### src/hw/rtl/vse_pkg.sv
// shared types and constants for the vortex sheet step block
`timescale 1ns / 1ps
`default_nettype none

package vse_pkg;

    localparam int POS_W   = 28;
    localparam int IDX_W   = 9;
    localparam int FUNC_W  = 2;
    localparam int NUM_W   = 58;
    localparam int DEN_W   = 48;
    localparam int PADDR_W = 5;

    localparam logic [FUNC_W-1:0] FUNC_LOAD = 2'd0;
    localparam logic [FUNC_W-1:0] FUNC_STEP = 2'd1;
    localparam logic [FUNC_W-1:0] FUNC_READ = 2'd2;
    localparam logic [FUNC_W-1:0] FUNC_NOP  = 2'd3;

    localparam logic [2:0] REG_N_POINTS     = 3'd0;
    localparam logic [2:0] REG_GAMMA        = 3'd1;
    localparam logic [2:0] REG_BLOB_SQ      = 3'd2;
    localparam logic [2:0] REG_PERIOD_WIDTH = 3'd3;
    localparam logic [2:0] REG_MID_ROW      = 3'd4;
    localparam logic [2:0] REG_PULL_RATE    = 3'd5;
    localparam logic [2:0] REG_STEP_H       = 3'd6;
    localparam logic [2:0] REG_SPREAD_LIMIT = 3'd7;

    typedef struct packed {
        logic [9:0]  n_points;
        logic [26:0] gamma;
        logic [26:0] blob_sq;
        logic [26:0] period_width;
        logic [26:0] mid_row;
        logic [19:0] pull_rate;
        logic [16:0] step_h;
        logic [26:0] spread_limit;
    } t_cfg;

endpackage

`default_nettype wire

### src/hw/rtl/vse_cfg.sv
// configuration register file behind the apb-style port
`timescale 1ns / 1ps
`default_nettype none

module vse_cfg (
    input  wire                         i_clk,
    input  wire                         i_rst_n,
    input  wire                         psel,
    input  wire                         penable,
    input  wire                         pwrite,
    input  wire  [vse_pkg::PADDR_W-1:0] paddr,
    input  wire  [31:0]                 pwdata,
    output logic [31:0]                 prdata,
    output logic                        pready,
    output vse_pkg::t_cfg               o_cfg
);

    vse_pkg::t_cfg r_cfg;
    logic [2:0]    reg_sel;
    logic          wr_en;

    assign reg_sel = paddr[4:2];
    assign wr_en   = psel && penable && pwrite;
    assign pready  = 1'b1;
    assign o_cfg   = r_cfg;

    always_ff @(posedge i_clk) begin
        if (!i_rst_n) begin
            r_cfg.n_points     <= 10'd260;
            r_cfg.gamma        <= 27'd38515;
            r_cfg.blob_sq      <= 27'd94372;
            r_cfg.period_width <= 27'd5242880;
            r_cfg.mid_row      <= 27'd786432;
            r_cfg.pull_rate    <= 20'd26214;
            r_cfg.step_h       <= 17'd546;
            r_cfg.spread_limit <= 27'd1415578;
        end else if (wr_en) begin
            unique case (reg_sel)
                vse_pkg::REG_N_POINTS:     r_cfg.n_points     <= pwdata[9:0];
                vse_pkg::REG_GAMMA:        r_cfg.gamma        <= pwdata[26:0];
                vse_pkg::REG_BLOB_SQ:      r_cfg.blob_sq      <= pwdata[26:0];
                vse_pkg::REG_PERIOD_WIDTH: r_cfg.period_width <= pwdata[26:0];
                vse_pkg::REG_MID_ROW:      r_cfg.mid_row      <= pwdata[26:0];
                vse_pkg::REG_PULL_RATE:    r_cfg.pull_rate    <= pwdata[19:0];
                vse_pkg::REG_STEP_H:       r_cfg.step_h       <= pwdata[16:0];
                vse_pkg::REG_SPREAD_LIMIT: r_cfg.spread_limit <= pwdata[26:0];
                default: ;
            endcase
        end
    end

    always_comb begin
        unique case (reg_sel)
            vse_pkg::REG_N_POINTS:     prdata = {22'd0, r_cfg.n_points};
            vse_pkg::REG_GAMMA:        prdata = {5'd0, r_cfg.gamma};
            vse_pkg::REG_BLOB_SQ:      prdata = {5'd0, r_cfg.blob_sq};
            vse_pkg::REG_PERIOD_WIDTH: prdata = {5'd0, r_cfg.period_width};
            vse_pkg::REG_MID_ROW:      prdata = {5'd0, r_cfg.mid_row};
            vse_pkg::REG_PULL_RATE:    prdata = {12'd0, r_cfg.pull_rate};
            vse_pkg::REG_STEP_H:       prdata = {15'd0, r_cfg.step_h};
            vse_pkg::REG_SPREAD_LIMIT: prdata = {5'd0, r_cfg.spread_limit};
            default:                   prdata = 32'd0;
        endcase
    end

endmodule

`default_nettype wire

### config.mk
export PLATFORM = sky130hd
export DESIGN_NAME = vse_cfg
export DESIGN_NICKNAME = d
export VERILOG_FILES = /design/src/hw/rtl/vse_pkg.sv /design/src/hw/rtl/vse_cfg.sv
export SDC_FILE = /design/constraint.sdc
export NUM_CORES = 1
export LEC_CHECK = 0
export BUFFER_PORTS_ARGS = -buffer_cell sky130_fd_sc_hd__clkbuf_2
export CELL_PAD_IN_SITES_DETAIL_PLACEMENT = 0
export CELL_PAD_IN_SITES_GLOBAL_PLACEMENT = 2
export CORE_AREA = 2 2 167 169
export CTS_CLUSTER_SIZE = 14
export DETAILED_ROUTE_END_ITERATION = 12
export DIE_AREA = 0 0 169 171
export GPL_TIMING_DRIVEN = 0
export PLACE_DENSITY_LB_ADDON = 0.1
export SLEW_MARGIN = 10
export SYNTH_ARGS = -nofsm -noshare
export SYNTH_HDL_FRONTEND = slang
export SYNTH_SLANG_ARGS = --single-unit
### constraint.sdc
create_clock -name i_clk -period 2.86 [get_ports i_clk]
set_clock_uncertainty 0.1 [all_clocks]
set_input_delay 0.286 -clock i_clk [delete_from_list [all_inputs] [get_ports i_clk]]
set_output_delay 0.286 -clock i_clk [all_outputs]
set_load 0.005 [all_outputs]
# After elaboration in Yosys (flattened, before gate mapping)
# Cells that the tools add are included.
[word_totals]
in_bits = 42
out_inout_bits = 215
register_bits = 182
wordCells = 27
[classes]
n_reduce_logical = 11
eq_ne = 7
muxes = 1
[ops]
columns = ["cell", "n"]
rows = [
  ["$pmux W32 S8", 1],
  ["$reduce_and A2 Y1", 8],
  ["$eq A3 B3 Y1 const B", 4],
  ["$eq A3 B2 Y1 const B", 2],
  ["$eq A3 B1 Y1 const B", 1],
  ["$logic_not A3 Y1", 1],
  ["$logic_and A1 B1 Y1", 2],
]

# Depth between registers and ports, before layout
# Gate-level depths: netlist of the first run.
[logic_depth]
depth_word = 3
depth_mapped = 7
mapped_depth_nobuf = 4

# Worst setup path after synthesis of the first run
# Ideal clock, no wire load.
[synth_path]
kind = "in2out"
startpoint = "in paddr[3] in the netlist's numbering"
endpoint = "out prdata[15]"
n_path_buf = 3
arrival_ns = 1.422
required_time_ns = 2.474
path_slack_ns = 1.052
path_stages = 6
path_cell_list = "buf_2 -> buf_6 -> buf_4 -> mux2_2 -> a221oi_1 -> a21oi_1"
[synth_via]
elab_chain_cells = 2
elab_cells_between_ends = 9
classes_between = "eq/ne: 7; mux: 1; reduce/logical: 1"
[synth_rtl]
columns = ["element", "line_no", "source"]
rows = [
  ["from (decl)", "vse_cfg.sv:11", "input wire [vse_pkg::PADDR_W-1:0] paddr,"],
  ["$eq A3 B3 Y1 (tied with other cells)", "vse_cfg.sv:53", "unique case (reg_sel)"],
  ["$pmux W32 S8 *", "vse_cfg.sv:53", ""],
  ["to (decl)", "vse_cfg.sv:13", "output logic [31:0] prdata,"],
]
# Mark *: on every way between the ends. The rest lies on a longest branch, timed or not. The select of a mux whose other input is x is not followed.

# Final worst setup path of the first run
[layout_path]
startpoint = "in paddr[4] in the netlist's numbering"
endpoint = "out prdata[9]"
# The elaborated chain is that of the path after synthesis.

==> key figures, run 1 <==
Cells and area
  • Total area of multi-input combinational cells: 4131 sq um
  • Commonest non-fill, non-tap cell in the layout: nand2_1
  • Register area: 3643 sq um
  • Largest register FFs: 182
  • Layout cells sized above 1: 28.57%
  • Fillers: 2938
  • Most frequent cells in the layout: nand2_1, clkbuf_2, dfxtp_1, a21boi_0
  • Area Overhead vs Synth: 26.50%
  • Nets: 1318
  • Antenna Cells: 0

Yosys
  • Synth Flop Type: dfxtp_1
  • Synth warn: 0
  • Syn_area_per_cell: 8.140 sq um
  • Cells after synthesis: 1022
  • Synthesized area: 8319 sq um
  • Unique masters post-synth: 33
  • Yosys top cell area share: 43.80%
  • Fraction of registers with async set/reset: 0%
  • Top cells by area, synth: dfxtp_1, nand2_1, a21boi_0
  • Post-synth EDFFs: 0
  • Largest area contributor in the synthesized netlist: dfxtp_1
  • Seq/Total Area, Yosys: 43.80%
  • Flops & latches, synth: 182

STA
  • Final period util: 97.72%
  • Setup tns final: 0 ns
  • Fmax: 0.3578 GHz
  • Final setup viols: 0
  • RSZ-0062 raised after global routing: no
  • Actual slew at the worst max-slew pin: 1.108 ns
  • Post-layout minimum cycle time: 2.795 ns
  • Final hold viol count: 0
  • Worst slew margin: 25.72%
  • Max Slew Vio Count: 0
  • PnR worst setup slack: 0.06524 ns

Critical path
  • Worst path required time: 2.47 ns
  • Crit path cell chain: clkbuf_2, buf_2, buf_4, clkbuf_1, a22oi_1, a21oi_1, clkbuf_2
  • Max stage delay cell, worst path: clkbuf_1
  • CP bufs+invs: 5
  • Cell mode on critical path: clkbuf_2
  • Kind of critical path: in -> out
  • Worst setup EP type: output pin
  • Largest fanout on the critical path: 10
  • Max incr delay on CP: 0.73 ns
  • CP Launch Type: input pin
  • Crit path DAT: 2.41 ns
  • CP delay by family, top: buffers and inverters

Power
  • Sw Pwr: 1.501 mW
  • Internal: 4.126 mW
  • Static Leak: 4.391 nW
  • Net Sw Frac: 26.67%
  • Gate power share: 9.4%
  • Tot Pwr: 5.627 mW
  • Cell Pwr Density: 534.7 nW/um^2
  • Clock power share: 44.8%
  • Worst vdd ir: 0.0002855 V
  • Sequential Power Share: 45.8%

Clock network
  • Clock buffer depth: 2
  • Setup bufs post-CTS: 0
  • Clock root buffer: clkbuf_16
  • CTS clock-pin slew for the worst setup and hold paths: 0.07 ns
  • Clock Latency Late Sink: 0.43 ns
  • Clk sink count: 182
  • PostCTS Resize Cnt: 0
  • Num CTS Buffers: 17
  • CTS tree: done
  • H-tree level count: 4
  • Hold buffers post-CTS: 0

Drt
  • DRC violation count after routing: 0
  • Vias: 8499
  • Iteration-0 DRC count of the detailed router: 733
  • First-pass DRT Iterations: 5
  • Vias per cell: 5.201
  • Antenna-violating nets left: 0
  • Wire length per cell: 24.69 um
  • Drt total wl: 40350 um

Place
  • Pre-CTS setup slack: 0.08504 ns
  • Post-DP HPWL: 28190 um
  • Final Wtd Congestion: 0.7951
  • IO Port Bufs: 231

GRT
  • Number of global-route vias before repair: 7968
  • Global-route wire length before repair: 56800 um
  • All-Layer GR Usage: 27.58%
  • Largest net degree at the start of global routing: 17
  • GRT overflow: 0
  • Initial antenna violation count: 0

Outcome
  • Status: completed

Floorplan
  • Starting density of the core: 30.45%
  • Num ports: 257
  • Die W: 169 um
  • CORE AREA: 27320 sq um
  • Die Height: 171 um
  • Cell Rows: 61
  • Die area: 28900 sq um

Min path
  • HP Class: in -> reg

Flow run
  • # Max-Cap Violations: 0
==> worst reg2reg max path, stage by stage (launching register included) <==
cell and delay (ns):
dfxtp_1 0.44, nand2_1 0.07, a21boi_0 0.21
==> power groups by stage <==
stage	combinational, mW	clock, mW	sequential, mW
finish	0.531	2.52	2.58
global route	0.564	2.65	2.58
CTS	0.528	2.54	2.58
detailed placement	0.526	0	2.63
global placement	0.524	0	2.64
floorplan	0.266	0	2.63
==> worst paths after layout <==
kind / endpoint / cells past startpoint / slack, ns / startpoint
setup / recovery: prdata[9] / 7 / 0.07 / paddr[4]
hold / removal: o_cfg[89] / 3 / 0.03 / pwdata[25]
setup reg to reg: o_cfg[94] / 2 / 1.96 / o_cfg[94]
hold reg to reg: o_cfg[85] / 2 / 0.37 / o_cfg[85]
==> cell type report <==
cell class | instances | area share [%]
Clock inverter | 13 | 1.629
Multi-Input combinational cell | 734 | 39.26
Sequential cell | 182 | 34.62
Inverter | 14 | 0.4993
Buffer | 96 | 4.815
Tap cell | 346 | 4.114
Timing Repair Buffer | 231 | 10.99
Clock buffer | 18 | 4.078
==> cell usage after synthesis (18+ instances only) <==
| cell | number |
|---|---|
| dfxtp_1 | 182 |
| nand2_1 | 367 |
| nand3_1 | 42 |
| mux2_2 | 25 |
| buf_2 | 42 |
| clkbuf_1 | 29 |
| nor2_1 | 23 |
| a21boi_1 | 24 |
| buf_4 | 23 |
| a22oi_1 | 18 |
| a221oi_1 | 28 |
| a21boi_0 | 114 |
==> metrics by stage <==
stage / hold WS [ns] / utilization (%) / instance area (sq um) / std cells
6_report: 0.02941 / 38.52 / 10520 / 1634
5_1_grt: 0.04393 / 38.52 / 10520 / 1634
4_1_cts: 0.02679 / 38.52 / 10520 / 1634
3_5_place_dp: 0.3631 / 36.32 / 9923 / 1603
3_3_place_gp: 0.3646 / 36.32 / 9923 / 1603
2_1_floorplan: 0.3100 / - / 8334 / 1026
==> cell families after synthesis <==
group | synth area share, %
compound gates | 20.65
flops | 43.80
simple gates | 22.98
buf+inv | 6.723
other cells | 0.09027
mux | 5.760
==> metal layers <==
metal | wire [um] | up-vias | GRT usage (%)
met4 | 984 | 0 | 7.878
met2 | 18740 | 390 | 45.96
li1 | - | 3940 | -
met5 | 0 | - | 0
met1 | 17770 | 4109 | 36.47
met3 | 2853 | 60 | 5.251
(Power assumes the default switching activity.)
==> run 2, diff against run 1 <==
--- a/config.mk
+++ b/config.mk
@@ -8,10 +8,10 @@
 export BUFFER_PORTS_ARGS = -buffer_cell sky130_fd_sc_hd__clkbuf_2
 export CELL_PAD_IN_SITES_DETAIL_PLACEMENT = 0
 export CELL_PAD_IN_SITES_GLOBAL_PLACEMENT = 2
-export CORE_AREA = 2 2 167 169
+export CORE_AREA = 2 2 173 175
 export CTS_CLUSTER_SIZE = 14
 export DETAILED_ROUTE_END_ITERATION = 12
-export DIE_AREA = 0 0 169 171
+export DIE_AREA = 0 0 175 177
 export GPL_TIMING_DRIVEN = 0
 export PLACE_DENSITY_LB_ADDON = 0.1
 export SLEW_MARGIN = 10
==> constraint.sdc (replaced) <==
create_clock -name i_clk -period 3 [get_ports i_clk]
set_clock_uncertainty 0.1 [all_clocks]
set_input_delay 0.3 -clock i_clk [delete_from_list [all_inputs] [get_ports i_clk]]
set_output_delay 0.3 -clock i_clk [all_outputs]
set_load 0.005 [all_outputs]
==> run 2 against run 1 <==
- sequential power shrank 5%
- routed wire length grew 2.4%
- combinational power shrank 4.3%
- hold slack gained 0.021 ns
- global-route usage shrank 1.4 points
- first-iteration DRC count shrank 12%
- non-clock buffer count is the same
- critical path type unchanged
==> key figures, run 2 (same netlist as run 1, synthesis figures left out) <==
Place
  • Post-Place Cell Area: 9978 sq um (was 9923 sq um)
  • Post-DP HPWL: 28870 um (was 28190 um)
  • IO Port Bufs: 231 (unchanged)
  • Pre-CTS setup slack: 0.1686 ns (was 0.08504 ns)
  • Final Wtd Congestion: 0.8096 (was 0.7951)

Clock network
  • PostCTS Resize Cnt: 0 (unchanged)
  • Hold buffers post-CTS: 0 (unchanged)
  • H-tree level count: 4 (unchanged)
  • Clock buffer depth: 2 (unchanged)
  • Setup bufs post-CTS: 0 (unchanged)
  • CTS tree: done (unchanged)
  • Num CTS Buffers: 17 (unchanged)
  • CTS clock-pin slew for the worst setup and hold paths: 0.07 ns (about the same)
  • Clock root buffer: clkbuf_16 (unchanged)
  • Clk sink count: 182 (unchanged)
  • Clock Latency Late Sink: 0.44 ns (was 0.43 ns)

Critical path
  • Max stage delay cell, worst path: clkbuf_1 (unchanged)
  • R2r endpoint: o_cfg[44] (was o_cfg[94])
  • Max incr delay on CP: 0.82 ns (was 0.73 ns)
  • Worst path required time: 2.60 ns (was 2.47 ns)
  • Crit path DAT: 2.53 ns (was 2.41 ns)
  • Crit path cell chain: clkbuf_2, buf_2, buf_4, clkbuf_1, a22oi_1, a21oi_1, clkbuf_2 (unchanged)
  • Largest fanout on the critical path: 10 (unchanged)
  • Kind of critical path: in -> out (unchanged)
  • CP Launch Type: input pin (unchanged)
  • Worst setup endpoint: prdata[3] (was prdata[9])
  • Reg2reg start: o_cfg[44] (was o_cfg[94])
  • Cell mode on critical path: clkbuf_2 (unchanged)
  • Register-to-Register Path Depth: 2 (unchanged)
  • R2R Setup Slk: 2.15 ns (was 1.96 ns)
  • Worst setup EP type: output pin (unchanged)
  • Critical path startpoint: paddr[4] (unchanged)

Cells and area
  • Commonest non-fill, non-tap cell in the layout: nand2_1 (unchanged)
  • Finished Core Util: 36.17% (was 38.52%)
  • Area Overhead vs Synth: 27.16% (was 26.50%)
  • Final instance area: 10580 sq um (was 10520 sq um)
  • Most frequent cells in the layout: nand2_1, clkbuf_2, dfxtp_1, a21boi_0 (unchanged)
  • Fillers: 3114 (was 2938)
  • Nets: 1318 (unchanged)
  • Layout cells sized above 1: 28.57% (unchanged)
  • Largest register FFs: 182 (unchanged)
  • Antenna Cells: 0 (unchanged)

Power
  • Sw Pwr: 1.434 mW (was 1.501 mW)
  • Clock power share: 44.8% (about the same)
  • Cell Pwr Density: 507.3 nW/um^2 (was 534.7 nW/um^2)
  • Net Sw Frac: 26.72% (was 26.67%)
  • Static Leak: 4.397 nW (was 4.391 nW)
  • Gate power share: 9.5% (was 9.4%)
  • Worst vdd ir: 0.0003118 V (was 0.0002855 V)
  • Internal: 3.933 mW (was 4.126 mW)
  • Sequential Power Share: 45.8% (about the same)

STA
  • PnR worst setup slack: 0.07461 ns (was 0.06524 ns)
  • Hold WS: 0.05061 ns (was 0.02941 ns)
  • Final setup viols: 0 (unchanged)
  • Max Slew Vio Count: 0 (unchanged)
  • Post-layout minimum cycle time: 2.925 ns
  • Fmax: 0.3418 GHz
  • Actual slew at the worst max-slew pin: 1.144 ns (was 1.108 ns)
  • Final period util: 97.51%
  • RSZ-0062 raised after global routing: no (unchanged)
  • Final hold viol count: 0 (unchanged)
  • Worst slew margin: 23.46% (was 25.72%)
  • Setup tns final: 0 ns (unchanged)

Drt
  • DRC violation count after routing: 0 (unchanged)
  • Vias per cell: 5.010 (was 5.201)
  • First-pass DRT Iterations: 5 (unchanged)
  • Antenna-violating nets left: 0 (unchanged)
  • Vias: 8406 (was 8499)
  • Wire length per cell: 24.62 um (was 24.69 um)
  • Drt total wl: 41320 um (was 40350 um)
  • Iteration-0 DRC count of the detailed router: 644 (was 733)

Floorplan
  • Num ports: 257 (unchanged)
  • Die area: 30980 sq um (was 28900 sq um)
  • Die Height: 177 um (was 171 um)
  • Die W: 175 um (was 169 um)
  • CORE AREA: 29240 sq um (was 27320 sq um)
  • Starting density of the core: 28.45% (was 30.45%)
  • Cell Rows: 63 (was 61)

Flow run
  • # Max-Cap Violations: 0 (unchanged)

Min path
  • Worst Hold Path Cells: 3 (unchanged)
  • HP Class: in -> reg (unchanged)

GRT
  • Largest net degree at the start of global routing: 17 (unchanged)
  • Initial antenna violation count: 1 (was 0)
  • Global-route wire length before repair: 57680 um (was 56800 um)
  • GRT overflow: 0 (unchanged)
  • All-Layer GR Usage: 26.15% (was 27.58%)
  • Number of global-route vias before repair: 7800 (was 7968)

Outcome
  • Status: completed (unchanged)
run 2: changes by cell type in the layout (fill, tap and decap cells not counted), sizes merged:
cell      before  now
inv           19   18
clkinv         2    5
clkinvlp       3    1
run 2: layer usage:
metal | wire (um) | up-vias | track usage, %
li1 | - | 3940 | -
met1 | 18540 | 4084 | 35.51
met2 | 19560 | 352 | 43.74
met3 | 2752 | 30 | 4.747
met4 | 465 | 0 | 4.826
met5 | 0 | - | 0
run 2: area by class of cell:
type	count	area [sq um]	area share, %
Buffer	96	506.7	4.790
Timing Repair Buffer	231	1156	10.93
Sequential cell	182	3643	34.44
Multi-Input combinational cell	734	4131	39.05
Clock inverter	13	171.4	1.620
Clock buffer	18	429.2	4.057
Tap cell	390	488.0	4.613
Inverter	14	52.55	0.4967
run 2: metrics by stage:
stage	std cells	power [mW]
global placement	1647	3.020
floorplan	1026	2.761
CTS	1678	5.400
global route	1678	5.535
detailed placement	1647	3.019
finish	1678	5.366
run 2: how the worst min path moves through the flow:
stage	start	endpoint	slack, ns
after floorplan	pwdata[20]	o_cfg[111]	0.32
after global placement	o_cfg[89]	o_cfg[89]	0.36
after detailed placement	o_cfg[171]	o_cfg[171]	0.36
after CTS	pwdata[22]	o_cfg[86]	0.04
after global routing	pwdata[20]	o_cfg[84]	0.04
final	pwdata[20]	o_cfg[138]	0.05
run 2: power by group through the flow:
stage | clock network [mW] | registers (mW) | logic [mW]
finish | 2.40 | 2.46 | 0.508
global route | 2.54 | 2.46 | 0.537
CTS | 2.44 | 2.46 | 0.508
detailed placement | 0 | 2.51 | 0.506
global placement | 0 | 2.51 | 0.507
floorplan | 0 | 2.51 | 0.254
run 2: critical path: cells and delay by family:
family                 cells  cell delay [ns]
AOI/OAI and AO/OA          2             0.55
buffers and inverters      5             1.68
