**config.mk**
```make
export PLATFORM = sky130hd
export DESIGN_NAME = vse_div
export DESIGN_NICKNAME = d
export VERILOG_FILES = /design/src/hw/rtl/vse_pkg.sv /design/src/hw/rtl/vse_div.sv
export SDC_FILE = /design/constraint.sdc
export NUM_CORES = 1
export LEC_CHECK = 0
export BUFFER_PORTS_ARGS = -buffer_cell sky130_fd_sc_hd__buf_2
export CORE_MARGIN = 2
export CORE_UTILIZATION = 52
export DETAILED_ROUTE_END_ITERATION = 7
export GPL_ROUTABILITY_DRIVEN = 0
export PLACE_DENSITY = 0.75
export RECOVER_POWER = 25
export SETUP_SLACK_MARGIN = 0.3
export SYNTH_ARGS = -nofsm -noshare
export SYNTH_HDL_FRONTEND = slang
export SYNTH_SLANG_ARGS = --single-unit
```
**constraint.sdc**
```tcl
create_clock -name i_clk -period 4.75 [get_ports i_clk]
set_clock_uncertainty 0.2 [all_clocks]
set_input_delay 0.475 -clock i_clk [delete_from_list [all_inputs] [get_ports i_clk]]
set_output_delay 0.475 -clock i_clk [all_outputs]
set_load 0.01 [all_outputs]
```
**src/hw/rtl/vse_pkg.sv**
```systemverilog
// shared types and constants for the vortex sheet step block
`timescale 1ns / 1ps
`default_nettype none

package vse_pkg;

    localparam int POS_W   = 28;
    localparam int IDX_W   = 9;
    localparam int FUNC_W  = 2;
    localparam int NUM_W   = 58;
    localparam int DEN_W   = 48;
    localparam int PADDR_W = 5;

    localparam logic [FUNC_W-1:0] FUNC_LOAD = 2'd0;
    localparam logic [FUNC_W-1:0] FUNC_STEP = 2'd1;
    localparam logic [FUNC_W-1:0] FUNC_READ = 2'd2;
    localparam logic [FUNC_W-1:0] FUNC_NOP  = 2'd3;

    localparam logic [2:0] REG_N_POINTS     = 3'd0;
    localparam logic [2:0] REG_GAMMA        = 3'd1;
    localparam logic [2:0] REG_BLOB_SQ      = 3'd2;
    localparam logic [2:0] REG_PERIOD_WIDTH = 3'd3;
    localparam logic [2:0] REG_MID_ROW      = 3'd4;
    localparam logic [2:0] REG_PULL_RATE    = 3'd5;
    localparam logic [2:0] REG_STEP_H       = 3'd6;
    localparam logic [2:0] REG_SPREAD_LIMIT = 3'd7;

    typedef struct packed {
        logic [9:0]  n_points;
        logic [26:0] gamma;
        logic [26:0] blob_sq;
        logic [26:0] period_width;
        logic [26:0] mid_row;
        logic [19:0] pull_rate;
        logic [16:0] step_h;
        logic [26:0] spread_limit;
    } t_cfg;

endpackage

`default_nettype wire

```
**src/hw/rtl/vse_div.sv**
```systemverilog
// two-lane restoring divider, one quotient bit per cycle, shared divisor
`timescale 1ns / 1ps
`default_nettype none

module vse_div (
    input  wire                        i_clk,
    input  wire                        i_rst_n,
    input  wire                        i_start,
    input  wire  [vse_pkg::NUM_W-1:0]  i_num_a,
    input  wire  [vse_pkg::NUM_W-1:0]  i_num_b,
    input  wire  [vse_pkg::DEN_W-1:0]  i_den,
    output logic                       o_done,
    output logic [vse_pkg::NUM_W-1:0]  o_quo_a,
    output logic [vse_pkg::NUM_W-1:0]  o_quo_b,
    output logic [vse_pkg::DEN_W-1:0]  o_rem_a
);

    localparam int NW = vse_pkg::NUM_W;
    localparam int DW = vse_pkg::DEN_W;
    localparam int CW = $clog2(NW + 1);

    logic          r_busy;
    logic          r_done;
    logic [CW-1:0] r_cnt;
    logic [NW-1:0] r_na, r_nb;
    logic [DW-1:0] r_ra, r_rb, r_den;

    logic [DW:0]   sh_a, sh_b, dif_a, dif_b;
    logic          ge_a, ge_b;

    assign sh_a  = {r_ra, r_na[NW-1]};
    assign sh_b  = {r_rb, r_nb[NW-1]};
    assign dif_a = sh_a - {1'b0, r_den};
    assign dif_b = sh_b - {1'b0, r_den};
    assign ge_a  = sh_a >= {1'b0, r_den};
    assign ge_b  = sh_b >= {1'b0, r_den};

    always_ff @(posedge i_clk) begin
        if (!i_rst_n) begin
            r_busy <= 1'b0;
            r_done <= 1'b0;
            r_cnt  <= '0;
        end else begin
            r_done <= 1'b0;
            if (i_start) begin
                r_busy <= 1'b1;
                r_cnt  <= '0;
            end else if (r_busy) begin
                r_cnt <= r_cnt + 1'b1;
                if (r_cnt == CW'(NW - 1)) begin
                    r_busy <= 1'b0;
                    r_done <= 1'b1;
                end
            end
        end
    end

    // quotient bits shift into the numerator registers
    always_ff @(posedge i_clk) begin
        if (i_start) begin
            r_na  <= i_num_a;
            r_nb  <= i_num_b;
            r_ra  <= '0;
            r_rb  <= '0;
            r_den <= i_den;
        end else if (r_busy) begin
            r_na <= {r_na[NW-2:0], ge_a};
            r_nb <= {r_nb[NW-2:0], ge_b};
            r_ra <= ge_a ? dif_a[DW-1:0] : sh_a[DW-1:0];
            r_rb <= ge_b ? dif_b[DW-1:0] : sh_b[DW-1:0];
        end
    end

    assign o_done  = r_done;
    assign o_quo_a = r_na;
    assign o_quo_b = r_nb;
    assign o_rem_a = r_ra;

endmodule

`default_nettype wire

```
==> After elaboration in Yosys (flattened, before gate mapping) <==
Cells that the tools add are included.
{ "word_totals": {"ff_bits": 268, "output_inout_bits": 165, "wordCells": 29} }
{ "op_classes": {"addsub": 3, "order_cmp": 2, "n_eq_ne": 1, "mux": 10, "bitwise_logic": 2, "n_reduce_logical": 3} }
{ "op_table": {"columns": ["op", "n"], "rows": [
  ["two-way mux 58 bit", 4],
  [">= comparator 49 x 48 -> 1 bit", 2],
  ["two-way mux 48 bit", 2],
  ["subtractor 48 bit", 2],
  ["adder 6 x 1 -> 6 bit (second input constant)", 1],
  ["== test 6 bit (second input constant)", 1],
  ["two-way mux 1 bit", 4],
  ["OR reduction 3 bit", 1],
  ["inverter 1 bit", 2],
  ["nonzero test 2 bit", 1],
  ["OR reduction 2 bit", 1]
]} }

==> Longest topological paths before layout <==
Gate-level depths: netlist of the first run.
{ "depth": {"word_depth": 4, "depth_mapped": 15, "mapped_depth_nobuf": 14} }

==> Worst setup path after synthesis of the first run <==
OpenSTA, ideal clock, no wires.
{ "synth_timing": {"path_kind": "input-to-reg", "startpoint": "input port i_start", "endpoint": "register r_na[0], in the netlist o_quo_a[0], enable pin", "setup_time_ns": 0.470, "arrival_time_ns": 3.193, "required_ns": 4.080, "slack_ns": 0.887, "cell_stages": 3, "cell_sequence": "clkbuf_1 nor2_1 inv_1"} }
{ "synth_via": {"elab_chain_len": 1} }
{ "synth_rtl": {"columns": ["item", "line", "source"], "rows": [
  ["from (decl)", "vse_div.sv:8", "input wire i_start,"],
  ["nonzero test 2 bit (no source line)", null, null],
  ["to (signal assigned)", "vse_div.sv:61", "r_na <= i_num_a;"],
  ["to (signal assigned)", "vse_div.sv:67", "r_na <= {r_na[NW-2:0], ge_a};"],
  ["to (decl)", "vse_div.sv:25", "logic [NW-1:0] r_na, r_nb;"]
]} }
No other way between the ends.
A chain may end at the register's enable or synchronous reset.

==> Worst setup path in the final report of the first run <==
{ "layout_timing": {"startpoint": "register r_den[1]", "endpoint": "register r_ra[12], in the netlist o_rem_a[12]"} }
{ "layout_via": {"elab_chain_len": 2, "word_cells_on_any_way": 3, "cone_classes": "add/sub: 1; order compare: 1; mux: 1"} }
{ "layout_rtl": {"columns": ["item", "line", "source"], "rows": [
  ["from (decl)", "vse_div.sv:26", "logic [DW-1:0] r_ra, r_rb, r_den;"],
  ["from (signal assigned)", "vse_div.sv:65", "r_den <= i_den;"],
  ["subtractor 48 bit or >= comparator 49 x 48 -> 1 bit (tied branches)", "vse_div.sv:33, vse_div.sv:35", null],
  ["two-way mux 48 bit *", "vse_div.sv:69", "r_ra <= ge_a ? dif_a[DW-1:0] : sh_a[DW-1:0];"],
  ["to (signal assigned)", "vse_div.sv:69", null],
  ["to (decl)", "vse_div.sv:26", null]
]} }
Every way passes the cells marked *; elsewhere a longest branch is shown, timed or not.

==> results of run 1 <==
==> final timing paths <==
kind                   start     endpoint  slack [ns]  cells after the start
hold reg to reg     r_rb[19]     r_rb[19]        0.28                      2
hold / removal    i_num_b[8]   o_quo_b[8]        0.01                      2
setup / recovery    r_den[1]  o_rem_a[12]        0.58                     13
setup reg to reg    r_den[1]  o_rem_a[12]        0.58                     13
==> metrics by stage <==
stage / setup slack (ns) / total power [uW] / hold WS (ns) / utilization, % / cells
6_report: 0.578 / 6870 / 0.0114 / 67.9 / 2519
2_1_floorplan: 0.887 / 3800 / 0.245 / - / 1643
5_1_grt: 0.294 / 7130 / 0.00853 / 67.9 / 2518
3_3_place_gp: 0.788 / 4230 / 0.256 / 59.4 / 2300
4_1_cts: 0.738 / 6820 / 0.00341 / 67.9 / 2513
3_5_place_dp: 0.772 / 4270 / 0.266 / 59.4 / 2300
==> worst reg2reg max path: cells and delay by family (launching register included) <==
family                     cells  cell delay [ns]
buffers and inverters          2             0.41
adders and majority gates      1             0.29
AOI/OAI and AO/OA              6             1.85
DFF                            1             0.42
muxes                          1             0.28
and+or+nand+nor                3             0.48
==> power by group through the flow <==
| stage | registers, uW | logic, uW | clock network [uW] |
|---|---|---|---|
| 6_report | 2830 | 1560 | 2480 |
| 3_5_place_dp | 2860 | 1410 | 0 |
| 4_1_cts | 2820 | 1520 | 2480 |
| 5_1_grt | 2850 | 1690 | 2590 |
| 3_3_place_gp | 2860 | 1380 | 0 |
| 2_1_floorplan | 2890 | 910 | 0 |
==> cell usage after synthesis, types with 8 or more instances <==
cell type / n
edfxtp_1: 164
nor2_1: 135
nand2_1: 132
a21oi_1: 116
mux2_2: 116
dfxtp_1: 104
ha_1: 98
o21ai_0: 88
inv_1: 77
clkbuf_1: 61
a211oi_1: 59
mux2i_1: 56
xnor2_1: 53
a21o_1: 49
xor2_1: 34
nand3_1: 26
nand4_1: 22
o21a_1: 16
o21bai_1: 15
nor2b_1: 13
nor3_1: 13
o211ai_1: 13
o21ai_1: 13
a31oi_1: 11
nand2b_1: 11
and3_1: 9
nor4_1: 9
or3_1: 9
buf_2: 8
==> repair_timing <==
item,4_1_cts,5_1_grt
hold endpoints to repair,156,1
resized for setup,0,0
setup endpoints to repair,0,0
buffers inserted,0,0
hold buffers,156,1
==> area by class of cell <==
cell class | instances | area (um2) | share of cell area [%]
multi-input cells | 1216 | 8690 | 41.6
flip-flops and latches | 268 | 7010 | 33.6
repair buffers | 500 | 3340 | 16.0
clock buffers | 35 | 801 | 3.84
well taps | 396 | 495 | 2.37
inverters | 77 | 292 | 1.40
clock inverters | 22 | 245 | 1.17
diodes | 5 | 12.5 | 0.0599
==> cells by family after synthesis <==
kind of cell	Yosys count
compound gates	447
simple gates	410
flops	268
mux	172
buf+inv	159
fa+ha+maj	100
xor+xnor	87
==> flip-flops by register name (all words and copies together), names as in the netlist <==
register,cells
r_den,48
o_quo_a,58
r_rb,48
o_quo_b,58
o_done,1
r_busy,1
r_cnt,6
o_rem_a,48
==> per-layer routing <==
metal  routed length [um]  vias to the layer above  part of all wire, %  track usage [%]
li1                     -                     6984                    -                -
met1                20800                     7010                   41             37.6
met2                24400                      679                   48             51.3
met5                    0                        -                    0                0
met3                 3260                      128                  6.4             4.65
met4                 2340                        0                  4.6             12.0
==> layout by cell type (no fill, tap or decap), types with 49 or more instances in the layout <==
cell / n
buf_2: 328
edfxtp_1: 164
dlygate4sd3_1: 157
nor2_1: 134
nand2_1: 132
a21oi_1: 116
mux2_2: 114
dfxtp_1: 103
ha_1: 98
o21ai_0: 88
inv_1: 76
a211oi_1: 59
mux2i_1: 56
xnor2_1: 53
a21o_1: 49
==> impl_metrics.py, run 1 <==
metrics = {
    "global_route": {
        "grt_antenna_before_repair": 5,
        "grt.total_usage_pct": 29.8,
        "grt_pass1_vias": 14347,
        "grt_max_degree": 97,
        "grt-ovfl-total": 0,
        "grt_pass1_wl_um": 78800,
    },
    "timing": {
        "totalNegativeSetupSlack_ns": 0,
        "rsz0062_at_grt": "no",
        "period_share_pct": 87.8,
        "slew_headroom_pct": -60.3,
        "max_freq_mhz": 240,
        "hold_viol_final": 0,
        "setup_viol": 0,
        "tightest_slew_ns": 2.41,
        "min_period_ns": 4.17,
        "drv_slew": 97,
    },
    "setup_path": {
        "path_max_fanout": 44,
        "arrival_ns": 4.32,
        "path_cells": "inv_1 > ha_1 > nor2b_1 > o21bai_1 > nand3b_1 > a21oi_1 > o211ai_1 > nand2_1 > a22oi_1 > o21a_2 > buf_12 > mux2i_1 > a211oi_1",
        "crit_buf_inv": 2,
        "crit_required_ns": 4.90,
        "crit_path_end_kind": "register",
        "slowest_delay_ns": 0.58,
        "worstSetupStartpointType": "register",
        "critical_path.top_delay_family": "compound AO/OA/AOI/OAI gates",
        "critPathKind": "reg -> reg",
        "crit_path_top_delay_cell": "o21a_2",
    },
    "logic_synthesis": {
        "synthMuxAreaShare_pct": 11.4,
        "synthTopCellsByArea": "edfxtp_1 30%, dfxtp_1 13%, mux2_2 8.0%",
        "synth-simple-area-share_pct": 11.6,
        "synth_top_area_share_pct": 30.1,
        "ys_types": 78,
        "synth_top_family_by_area": "compound AO/OA/AOI/OAI gates",
        "synthAdderAreaFrac_pct": 7.74,
        "ys.flop_type": "edfxtp_1",
        "syn_area_per_cell_um2": 9.96,
        "synthXorXnorAreaFrac_pct": 4.66,
        "mappedNetlistArea_mm2": 0.0164,
        "synth_async_sr_flop_share_pct": 0,
        "synth_top_area_cell": "edfxtp_1",
        "synth_seq_cells": 268,
        "synth_edf_count": 164,
        "synth_compound_area_share_pct": 17.6,
        "syn-num-nets": 1910,
        "ys_seq_area_share_pct": 42.8,
        "netlist_instances": 1643,
        "synth_warnings": 0,
    },
    "routing": {
        "wirelength_um": 50900,
        "antenna_left": 0,
        "drcViolationCount": 0,
        "vias_per_cell": 5.88,
        "vias": 14801,
        "drtIter0Drc": 1139,
        "wire_per_inst_um": 20.2,
        "firstDrtPassIters": 7,
    },
    "final_layout": {
        "drive_above_1_share_pct": 25.5,
        "fillCellCount": 2354,
        "nets": 2361,
        "postLayoutCellArea_mm2": 0.0209,
        "area_growth_pct": 27.6,
    },
    "power": {
        "clkPwrFrac_pct": 36.1,
        "seq_power_share_pct": 41.2,
        "swShare_pct": 30.0,
        "cell_internal_pwr_uw": 4810,
        "power_density_mw_per_mm2": 329,
        "power.leakage_uw": 0.00890,
        "p_comb_share_pct": 22.7,
        "ir_drop_mv": 0.341,
        "p_sw_uw": 2060,
    },
    "floorplan": {
        "num_rows": 64,
        "ioPinCount": 332,
        "fp.dieH_um": 181,
        "fp.coreArea_mm2": 0.0307,
        "die-area_mm2": 0.0329,
        "initial_core_util_pct": 53.2,
        "die_w_um": 181,
    },
    "run_status": {
        "violations": "capacitance limit, slew limit",
        "status": "finished, violations left",
    },
    "clocking": {
        "path_clk_slew_ns": 0.07,
        "cts.sinks": 268,
        "cts_buffers": 31,
        "cts-root-buf": "clkbuf_16",
        "insertion_delay_ns": 0.59,
        "cts.path.max_buffers": 3,
        "cts_tree": "yes",
        "h-tree-depth": 1,
    },
    "min_path": {
        "hp-class": "in -> reg",
    },
    "place": {
        "post-dp-hpwl_um": 34000,
        "portBuffers": 331,
        "post_dp_cell_area_mm2": 0.0183,
    },
    "job": {
        "maxCapViolCount": 1,
    },
}
Note: power is estimated with default switching activity, not from simulation.
==> run 2, diff against run 1 <==
--- a/config.mk
+++ b/config.mk
@@ -5,12 +5,13 @@
 export SDC_FILE = /design/constraint.sdc
 export NUM_CORES = 1
 export LEC_CHECK = 0
+export ABC_AREA = 1
 export BUFFER_PORTS_ARGS = -buffer_cell sky130_fd_sc_hd__buf_2
 export CORE_MARGIN = 2
 export CORE_UTILIZATION = 52
 export DETAILED_ROUTE_END_ITERATION = 7
 export GPL_ROUTABILITY_DRIVEN = 0
-export PLACE_DENSITY = 0.75
+export PLACE_DENSITY = 0.74
 export RECOVER_POWER = 25
 export SETUP_SLACK_MARGIN = 0.3
 export SYNTH_ARGS = -nofsm -noshare
==> impl_metrics.py, run 2 <==
metrics = {
    "run_status": {
        "status": "finished, violations left",
        "violations": "DRC, capacitance limit, slew limit",
    },
    "clocking": {
        "cts_tree": "yes",
        "h-tree-depth": 1,
        "cts_buffers": 30,
        "cts.sinks": 268,
        "path_clk_slew_ns": 0.06,
        "cts.path.max_buffers": 3,
        "cts_resized": 0,
        "cts-root-buf": "clkbuf_16",
        "insertion_delay_ns": 0.59,
    },
    "power": {
        "swShare_pct": 28.7,
        "p_sw_uw": 1750,
        "power.leakage_uw": 0.0133,
        "seq_power_share_pct": 44.7,
        "p_comb_share_pct": 16.5,
        "power_density_mw_per_mm2": 251,
        "cell_internal_pwr_uw": 4350,
        "clkPwrFrac_pct": 38.8,
        "ir_drop_mv": 0.279,
    },
    "final_layout": {
        "antenna_cells": 0,
        "fillCellCount": 3370,
        "layout_common_cells": "1363 x nand2_1, 570 x inv_1, 251 x buf_2, 239 x nand3_1, 176 x nor2_1",
        "multi_input_area_mm2": 0.0103,
        "seqCellArea_mm2": 0.00701,
        "area_growth_pct": 22.2,
        "final_common_cell": "nand2_1",
        "drive_above_1_share_pct": 10.1,
        "nets": 3842,
    },
    "setup_path": {
        "worstSetupStartpointType": "input port",
        "crit_buf_inv": 3,
        "path_cells": "clkbuf_1 > clkinv_2 > buf_4 > nor2_1 > a31oi_1",
        "crit_start": "i_start",
        "path_max_fanout": 40,
        "slowest_delay_ns": 1.42,
        "crit_required_ns": 4.86,
        "r2r_start": "r_den[10]",
        "cp.depth": 5,
        "arrival_ns": 3.81,
        "crit_path_end_kind": "register",
        "critPathKind": "in -> reg",
        "reg2reg_depth": 15,
        "critical_path.top_delay_family": "buffers and inverters",
        "crit_path_top_delay_cell": "clkbuf_1",
    },
    "timing": {
        "hold_slack_ns": 0.0400,
        "totalNegativeSetupSlack_ns": 0,
        "slew_headroom_pct": -36.2,
        "rsz0062_at_grt": "no",
        "tightest_slew_ns": 2.04,
        "drv_slew": 39,
        "max_freq_mhz": 270,
        "period_share_pct": 77.9,
        "setup_viol": 0,
        "min_period_ns": 3.70,
        "hold_viol_final": 0,
    },
    "global_route": {
        "grt.total_usage_pct": 36.0,
        "grt-ovfl-total": 0,
        "grt_max_degree": 132,
        "grt_antenna_before_repair": 1,
        "grt_pass1_wl_um": 111000,
        "grt_pass1_vias": 21175,
    },
    "floorplan": {
        "die_w_um": 200,
        "fp.dieH_um": 200,
        "die-area_mm2": 0.0399,
        "initial_core_util_pct": 52.9,
        "num_rows": 71,
        "ioPinCount": 332,
        "fp.coreArea_mm2": 0.0377,
    },
    "min_path": {
        "min_from": "i_num_a[15]",
        "hold_path_depth": 3,
        "hp-class": "in -> reg",
    },
    "logic_synthesis": {
        "synth.most_common_cell": "nand2_1",
        "synthTopCellsByArea": "nand2_1 26%, edfxtp_1 25%, inv_1 11%",
        "synth_edf_count": 164,
        "synth_seq_cells": 268,
        "synth_top_area_cell": "nand2_1",
        "synth_async_sr_flop_share_pct": 0,
        "synth_warnings": 0,
        "synth_top_area_share_pct": 25.7,
        "mappedNetlistArea_mm2": 0.0199,
        "synth_common_cells": "1363 x nand2_1, 571 x inv_1, 239 x nand3_1, 178 x nor2_1, 164 x edfxtp_1",
        "syn_area_per_cell_um2": 6.38,
        "ys.flop_type": "edfxtp_1",
        "syn-num-nets": 3392,
        "ys_types": 46,
        "ys_seq_area_share_pct": 35.2,
        "netlist_instances": 3125,
    },
    "routing": {
        "firstDrtPassIters": 8,
        "drcViolationCount": 2,
        "wire_per_inst_um": 17.6,
        "vias": 21978,
        "antenna_left": 0,
        "wirelength_um": 72500,
        "vias_per_cell": 5.35,
        "drtIter0Drc": 2073,
    },
    "place": {
        "post-dp-hpwl_um": 53000,
        "portBuffers": 331,
    },
    "job": {
        "maxCapViolCount": 1,
    },
}
-- run 2: changes by cell type in the layout (fill, tap and decap cells not counted), moves of 55 or more --
cell,previous run,this run
buf_2,328,251
inv_1,76,570
a21oi_1,116,61
a211oi_1,59,1
clkbuf_1,5,85
nand3_1,26,239
nand2_1,132,1363
mux2_2,114,0
mux2i_1,56,0
-- run 2: through the flow --
stage | instances | instance area [um2] | worst slack [ns] | power (uW) | utilization (%)
CTS | 4109 | 24500 | 1.29 | 6080 | 64.9
floorplan | 3125 | 19900 | 1.58 | 3260 | -
global placement | 3899 | 21900 | 1.37 | 3620 | 58.2
global route | 4109 | 24300 | 0.822 | 6290 | 64.6
detailed placement | 3899 | 21900 | 1.28 | 3640 | 58.2
finish | 4109 | 24300 | 1.05 | 6100 | 64.6
-- run 2: cell families after synthesis --
| family | synth area share [%] |
|---|---|
| buf+inv | 13.1 |
| compound gates | 3.30 |
| fa+ha+maj | 6.36 |
| xor+xnor | 2.20 |
| flops | 35.2 |
| simple gates | 39.8 |
-- run 2: per-layer routing --
layer | routed length, um | global-route usage [%] | vias to the layer above
met3 | 6930 | 5.90 | 271
met5 | 0 | 0 | -
met1 | 27900 | 44.5 | 9948
li1 | - | - | 10508
met2 | 32700 | 59.7 | 1251
met4 | 5000 | 20.5 | 0
-- run 2: timing repair --
item / in CTS / in global routing
hold buffers: 155 / 0
endpoints found under the hold margin: 155 / 0
buffers inserted: 0 / 0
-- run 2: worst register-to-register path, stage by stage, from the launching register on --
cell and delay, ns:
edfxtp_1 0.38, inv_1 0.20, ha_1 0.33, nand2_1 0.09
nand2_1 0.07, nand2_1 0.06, nand2_1 0.10, nand2_1 0.08
nand2_1 0.06, inv_1 0.05, nand2_1 0.13, nand2_2 0.11
nand3_2 0.75, buf_4 0.51, nand2_1 0.07, nand2_1 0.06
-- run 2: path summary, 6_finish.rpt --
check | end | slack [ns]
min | o_quo_a[15] | 0.04
min reg2reg | r_rb[5] | 0.27
max | o_quo_a[0] | 1.05
max reg2reg | o_quo_b[0] | 1.27
-- run 2: layout make-up --
type / instances / area share [%]
multi-input combinational: 2191 / 42.4
sequential: 268 / 28.8
timing repair buffer: 499 / 13.2
inverter: 585 / 9.05
clock buffer: 37 / 3.23
tap: 511 / 2.63
clock inverter: 18 / 0.755
-- run 2: power by group through the flow --
stage	clock network (uW)	registers (uW)	logic, uW
detailed placement	0	2760	878
CTS	2390	2720	977
global placement	0	2760	862
floorplan	0	2800	461
global route	2460	2740	1090
finish	2370	2730	1000
